`src/rtl/fde_pkg.sv`:
```
// Shared constants, types and helper functions for the feedback delay echo.
// Used by the channel interfaces, the output queue and the top level.
// Depends on nothing else.
package fde_pkg;

	localparam int unsigned DEPTH    = 65536;
	localparam int unsigned ADDR_W   = $clog2(DEPTH);
	localparam int unsigned SAMPLE_W = 16;

	localparam int unsigned DELAY_W  = 16;
	localparam int unsigned FB_W     = 15;
	localparam int unsigned MIX_W    = 16;
	localparam int unsigned CFG_W    = 16;
	localparam int unsigned CFG_IDX_W = 2;

	localparam int unsigned FB_MAX   = 31129;
	localparam int unsigned MIX_ONE  = 32768;
	localparam int unsigned HALF_LSB = 16384;
	localparam int unsigned Q_SHIFT  = 15;

	localparam int unsigned DELAY_RESET_RAW = 4410;
	localparam int unsigned DELAY_RESET =
		(DELAY_RESET_RAW > DEPTH - 1) ? DEPTH - 1 : DELAY_RESET_RAW;

	localparam int unsigned MIXG_W     = MIX_W + 1;
	localparam int unsigned PROD_FB_W  = SAMPLE_W + FB_W + 1;
	localparam int unsigned PROD_MIX_W = SAMPLE_W + MIXG_W + 1;

	localparam int unsigned QUEUE_DEPTH = 4;
	localparam int unsigned QUEUE_AW    = $clog2(QUEUE_DEPTH);
	localparam int unsigned QUEUE_CW    = $clog2(QUEUE_DEPTH + 1);

	typedef logic signed [SAMPLE_W-1:0] sample_t;
	typedef logic [ADDR_W-1:0] addr_t;
	typedef logic [CFG_IDX_W-1:0] reg_index_t;

	localparam reg_index_t REG_DELAY    = 2'd0;
	localparam reg_index_t REG_FEEDBACK = 2'd1;
	localparam reg_index_t REG_MIX      = 2'd2;

	// Saturate a wide signed value to the signed sample range.
	function automatic sample_t sat_sample(input logic signed [63:0] v);
		logic signed [63:0] hi;
		logic signed [63:0] lo;
		hi = (64'sd1 <<< (SAMPLE_W - 1)) - 64'sd1;
		lo = -hi - 64'sd1;
		if (v > hi) begin
			return sample_t'(hi);
		end else if (v < lo) begin
			return sample_t'(lo);
		end
		return sample_t'(v);
	endfunction

endpackage

```
`src/rtl/fde_stream_if.sv`:
```


interface fde_result_if;
	logic                                valid;
	logic                                ready;
	logic signed [fde_pkg::SAMPLE_W-1:0] sample_out;

	modport source (output valid, output sample_out, input ready);
	modport sink (input valid, input sample_out, output ready);
endinterface

```
`src/rtl/fde_out_queue.sv`:
```
// Small result queue that decouples the echo pipeline from the output channel.
// Depends on fde_pkg and fde_stream_if.
module fde_out_queue (
	input  logic             clk,
	input  logic             arst_n,
	input  logic             push,
	input  fde_pkg::sample_t push_data,
	fde_result_if.source     result_ch
);
	import fde_pkg::*;

	sample_t                entry_q [QUEUE_DEPTH];
	logic [QUEUE_AW-1:0]    head_q;
	logic [QUEUE_AW-1:0]    tail_q;
	logic [QUEUE_CW-1:0]    count_q;
	logic                   pop;

	assign result_ch.valid      = (count_q != '0);
	assign result_ch.sample_out = entry_q[head_q];
	assign pop                  = result_ch.valid && result_ch.ready;

	always_ff @(posedge clk) begin
		if (push) begin
			entry_q[tail_q] <= push_data;
		end
	end

	always_ff @(posedge clk or negedge arst_n) begin
		if (!arst_n) begin
			head_q  <= '0;
			tail_q  <= '0;
			count_q <= '0;
		end else begin
			if (push) begin
				tail_q <= (tail_q == QUEUE_AW'(QUEUE_DEPTH - 1)) ? '0 : tail_q + 1'b1;
			end
			if (pop) begin
				head_q <= (head_q == QUEUE_AW'(QUEUE_DEPTH - 1)) ? '0 : head_q + 1'b1;
			end
			unique case ({push, pop})
				2'b10:   count_q <= count_q + 1'b1;
				2'b01:   count_q <= count_q - 1'b1;
				default: count_q <= count_q;
			endcase
		end
	end

endmodule

```
`src/flat_wrapper.sv`:
```
// flat-port wrapper written by rule: the top's interface ports become plain ports
module fde_out_queue_flat import fde_pkg::*;
  (clk, arst_n, push, push_data, result_ch_valid, result_ch_sample_out, result_ch_ready);
  fde_result_if result_ch_i ();
  input  logic clk;
  input  logic arst_n;
  input  logic push;
  input  fde_pkg::sample_t push_data;
  output wire logic [$bits(result_ch_i.valid)-1:0] result_ch_valid;
  output wire logic [$bits(result_ch_i.sample_out)-1:0] result_ch_sample_out;
  input wire logic [$bits(result_ch_i.ready)-1:0] result_ch_ready;
  assign result_ch_valid = result_ch_i.valid;
  assign result_ch_sample_out = result_ch_i.sample_out;
  assign result_ch_i.ready = result_ch_ready;
  fde_out_queue u_core (.clk(clk), .arst_n(arst_n), .push(push), .push_data(push_data), .result_ch(result_ch_i));
endmodule
```
`config.mk`:
```
export PLATFORM = sky130hd
export DESIGN_NAME = fde_out_queue_flat
export DESIGN_NICKNAME = d
export VERILOG_FILES = /design/src/rtl/fde_pkg.sv /design/src/rtl/fde_stream_if.sv /design/src/rtl/fde_out_queue.sv /design/src/flat_wrapper.sv
export SDC_FILE = /design/constraint.sdc
export NUM_CORES = 1
export LEC_CHECK = 0
export BUFFER_PORTS_ARGS = -buffer_cell sky130_fd_sc_hd__buf_4
export CELL_PAD_IN_SITES_DETAIL_PLACEMENT = 1
export CELL_PAD_IN_SITES_GLOBAL_PLACEMENT = 1
export CORE_MARGIN = 4
export CORE_UTILIZATION = 38
export CTS_BUF_LIST = sky130_fd_sc_hd__clkbuf_4
export CTS_CLUSTER_DIAMETER = 30
export CTS_CLUSTER_SIZE = 40
export DETAILED_ROUTE_END_ITERATION = 6
export GPL_TIMING_DRIVEN = 0
export PLACE_DENSITY_LB_ADDON = 0.1
export SYNTH_ARGS = -nofsm -noshare
export SYNTH_HDL_FRONTEND = slang
export SYNTH_SLANG_ARGS = --single-unit
```
`constraint.sdc`:
```
create_clock -name clk -period 4.2 [get_ports clk]
set_input_delay 0.21 -clock clk [delete_from_list [all_inputs] [get_ports clk]]
set_output_delay 0.21 -clock clk [all_outputs]
set_load 0.005 [all_outputs]
```
; ---- Word level (Yosys, flattened, before mapping)
; Memories as Yosys holds them, arrays and structs flattened.
; Index checks and enable logic that the tools add are counted.
[totals]
word_cells = 20
output_inout_bits = 17
ff_bits = 7
inputBits = 20
ram_bits = 64
memories = 1
[memory_table]
columns = name, depth, width, read_ports, rd_clocked_by_memory_dff, write_ports, line_no
row1 = u_core.entry_q, 4, 16, 1, 0, 1, fde_out_queue.sv:12  ; sample_t entry_q [QUEUE_DEPTH];
[op_classes]
muxes = 5
eq_ne = 4
add_sub_neg = 4
n_reduce_logical = 3
[op_table]
columns = op, count
row1 = $eq 2x2->1 const B, 3
row2 = $pmux 3 s2, 1
row3 = $add 2x1->2 const B, 2
row4 = $mux 2, 2
row5 = $add 3x1->3 const B, 1
row6 = $reduce_bool 3->1, 1
row7 = $sub 3x1->3 const B, 1
row8 = $eq 2x1->1 const B, 1
row9 = $mux 1, 2
row10 = $reduce_bool 2->1, 1
row11 = $logic_and 1x1->1, 1

; ---- Longest topological paths before layout
[depth]
word_depth = 4
ltp_mapped = 9
ltp_nobuf = 9

; ---- Worst setup path before layout
; OpenSTA, ideal clock, no wires.
[synth_path]
path_kind = register to register
startpoint = reg u_core.count_q[0]
endpoint = reg u_core.count_q[2]
synth_period_minus_slack_ps = 1771
t_arrival_ps = 1645
path_slack_ps = 2429
setup_time_ps = 125
required_time_ps = 4075
path_stages_with_launch = 10
n_path_buf = 0
path_cell_list = dfrtp_1 -> or3_4 -> nand2_2 -> inv_1 -> ha_1 -> inv_1 -> fa_1 -> xor2_1 -> nor2_1 -> xor2_1
[synth_between]
elab_chain_cells = 4
elab_cells_between_ends = 8
cone_classes = add/sub: 2 / eq/ne: 2 / mux: 1 / reduce/logical: 3
[synth_lines]
columns = item, line_no
row1 = from (decl), fde_out_queue.sv:15  ; logic [QUEUE_CW-1:0] count_q;
row2 = from (signal assigned), fde_out_queue.sv:41  ; 2'b10: count_q <= count_q + 1'b1;
row3 = from (signal assigned), fde_out_queue.sv:42  ; 2'b01: count_q <= count_q - 1'b1;
row4 = from (signal assigned), fde_out_queue.sv:43  ; default: count_q <= count_q;
row5 = $reduce_bool 3->1 *, fde_out_queue.sv:18  ; assign result_ch.valid = (count_q != '0);
row6 = named net result_ch_valid, flat_wrapper.sv:9  ; output wire logic [$bits(result_ch_i.valid)-1:0] result_ch_valid;
row7 = $logic_and 1x1->1 *, fde_out_queue.sv:20  ; assign pop = result_ch.valid && result_ch.ready;
row8 = named net u_core.pop, fde_out_queue.sv:16  ; logic pop;
row9 = $eq 2x1->1 or $eq 2x2->1 (tied branches), fde_out_queue.sv:40  ; unique case ({push, pop})
row10 = $pmux 3 s2 or $reduce_bool 2->1 (tied branches), -
; The timed path passes the listed nets; every way through them passes the cells marked *.
; A chain may end at the register's enable or synchronous reset.

; ---- Worst setup path after layout
[layout_path]
startpoint = reg u_core.head_q[1]
endpoint = out result_ch_sample_out[0]
[layout_between]
elab_chain_cells = 1
[layout_lines]
columns = item, line_no
row1 = from (decl), fde_out_queue.sv:13  ; logic [QUEUE_AW-1:0] head_q;
row2 = from (signal assigned), fde_out_queue.sv:38  ; head_q <= (head_q == QUEUE_AW'(QUEUE_DEPTH - 1)) ? '0 : head_q + 1'b1;
row3 = $mem_v2 4x16, -
row4 = to (decl), flat_wrapper.sv:10  ; output wire logic [$bits(result_ch_i.sample_out)-1:0] result_ch_sample_out;
; Every way passes these cells.

==> qor.csv <==
stage,metric,value,unit
synth,Ys Warns,0,
worst_setup_path,Critical Path End Type,output pin,
synth,ys async rst share,9.86,%
routing,ANT nets after route,0,
worst_setup_path,Setup CP Type,reg -> out,
global_route,first-pass GRT wire length,8360,µm
floorplanning,die height,93.5,µm
clock_network,TritonCTS Sinks,71,
cells_and_area,Storage cell area,2100,µm²
pwr,pwr dens,584,nW/µm²
clock_network,# resized after CTS,0,
floorplanning,IO Pins,37,
pwr,leakage,1.27,nW
place,cell count after placement,255,
global_route,gr usage total,13.1,%
global_route,vias in the first global route,1602,
place,DP Worst Slack,2260,ps
cells_and_area,area grow syn2layout,24.0,%
cells_and_area,fin cells,288,
synth,Unique masters post-synth,21,
global_route,maximum number of pins on one net before global-route repair,17,
timing,Pins Over Slew Limit,0,
synth,Synth area leaders,"edfxtp_1, mux4_1, mux4_2",
pwr,worst vdd ir,0.000246,V
timing,clk_skew,8.15,ps
floorplanning,# rows,30,
synth,sequential share of the synthesized area,75.5,%
floorplanning,die area,8750,µm²
clock_network,H-tree depth,3,
cells_and_area,combined area of the multi-input logic cells,614,µm²
worst_setup_path,crit path DAT,1810,ps
timing,fin crit period,2020,ps
global_route,"Remaining Overflow, GRT",0,
synth,most frequent cell after synthesis,edfxtp_1,
floorplanning,Chip Width,93.5,µm
routing,1st-iter DRT viols,68,
worst_setup_path,CP max FO,10,
cells_and_area,final-layout fill cell count,650,
hold_path,min-delay worst type,in -> reg,
synth,Syn Std Cell Area,2780,µm²
floorplanning,Initial Utilization,40.0,%
clock_network,Num CTS Buffers,9,
outcome,status,"finished, final reports clean",
worst_setup_path,CP startpoint kind,flip-flop,
place,gp weighted congestion,0.656,
routing,Vias,1360,
routing,drt drc,0,
clock_network,clock latency on the worst-skew pair,390,ps
synth,Syn Inst Count,123,
timing,setup_tns,0,ps
synth,"EDFF count, synth",64,
synth,post-synth top area share,69.2,%
cells_and_area,share of layout cells above drive strength 1,34.9,%
clock_network,CTS Buffer Depth,2,
timing,fin crit share,48.0,%
place,Placed Area,3170,µm²
job,Max-Cap Viols,0,
synth,Yosys reg bits,71,
timing,Setup Viol. Count Final,0,
timing,final worst slack,2180,ps
floorplanning,core area,6940,µm²
timing,"Hold Vio Cnt, Final",0,
synth,leading area contributor after synthesis,edfxtp_1,
synth,Avg Inst Size Synth,22.6,µm²
place,Final HPWL DP,3300,µm
routing,DR vias/cell,4.72,
place,PortBufs,36,
worst_setup_path,Worst EP required,3990,ps
clock_network,CTS tree,done,
timing,Tightest Pin Transition,903,ps
synth,ys flop type,edfxtp_1,
routing,Post-Route WL,5150,µm
routing,router iterations before antenna repair,4,
cells_and_area,Antenna Cells,0,
synth,Synthesized Nets,150,
timing,unrepaired setup endpoints after global routing,false,
cells_and_area,Layout Nets,214,
cells_and_area,final instance area,3450,µm²
timing,Rel. slew slack,39.8,%
clock_network,Root Driver,clkbuf_4,
synth,synth cell count leaders,"edfxtp_1, mux4_1, mux4_2",
global_route,initial antenna violation count,0,
clock_network,"Clk pin slew, worst setup/hold paths",110,ps
timing,Max Fclk,496,MHz
routing,drt wl/cell,17.9,µm
## cells in the final DEF (no fill, tap or decap), drive strengths merged, types with 4 or more instances in the layout
master,instances
buf,40
edfxtp,64
clkinv,6
dlygate4sd3,17
dfrtp,7
and2,4
clkbuf,9
inv,7
ha,6
mux4,16
## final timing paths
check                                  start  cells after the start  slack, ps                      end
min in group asynchronous             arst_n                      2        150        u_core.count_q[1]
min                                     push                      2         60         u_core.tail_q[1]
max in group asynchronous             arst_n                      2       3930        u_core.count_q[2]
min reg2reg                u_core.count_q[2]                      1        520        u_core.count_q[2]
max reg2reg                u_core.count_q[0]                      9       2240        u_core.count_q[2]
max                         u_core.head_q[1]                      4       2180  result_ch_sample_out[0]
## timing repair
item	CTS	global route
hold buffers	16	1
hold endpoints to repair	66	3
buffers inserted	0	0
setup endpoints to repair	0	0
## metrics by stage
stage	util [%]	hold slack, ps	power, W
after CTS	49.5	4.26	0.00205
after global routing	49.6	50.7	0.00214
final	49.6	56.0	0.00201
after detailed placement	45.6	31.9	0.00169
after global placement	45.6	25.4	0.00164
after floorplan	-	-85.6	0.00138
## power by group
| part | internal (W) | leakage (nW) | switching (W) | total, W |
|---|---|---|---|---|
| combinational | 0.000384 | 0.541 | 0.000309 | 0.000693 |
| clock | 0.000117 | 0.0629 | 0.000236 | 0.000353 |
| sequential | 0.000918 | 0.671 | 0.0000479 | 0.000966 |
## layer usage
metal | vias up | GRT usage [%] | routed length (µm)
met5 | - | 0 | 0
met4 | 0 | 6.23 | 77
met3 | 9 | 3.06 | 178
met2 | 24 | 22.8 | 2780
met1 | 702 | 15.3 | 2120
li1 | 625 | - | -
## kinds of logic (layout without fill, tap and decap cells)
family                     Yosys count  after routing  synth area share, %
buffers and inverters               11             80                 2.43
and+or+nand+nor                     10             10                 2.16
AOI/OAI and AO/OA                    2              2                0.360
adders and majority gates            7              7                 3.42
muxes                               19             19                 15.2
DFF                                 71             71                 75.5
xor gates and xnor gates             3              3                0.946
## final cells by class
cell class | instances | area share (%)
Multi-Input combinational cell | 41 | 17.8
Clock buffer | 9 | 1.96
Inverter | 7 | 0.762
Buffer | 4 | 1.20
Clock inverter | 7 | 1.16
Tap cell | 96 | 3.48
Sequential cell | 71 | 60.8
Timing Repair Buffer | 53 | 12.8
## sequential cells by signal, summed over array words and instances (netlist names)
name / flops
u_core.count_q: 3
u_core.entry_q: 64
u_core.head_q: 2
u_core.tail_q: 2
## worst max-delay path, stage by stage, from the launching register on
cell and delay, ps:
dfrtp_1 380, buf_2 220, buf_2 310, mux4_2 360, buf_4 150
(Power assumes the default switching activity.)
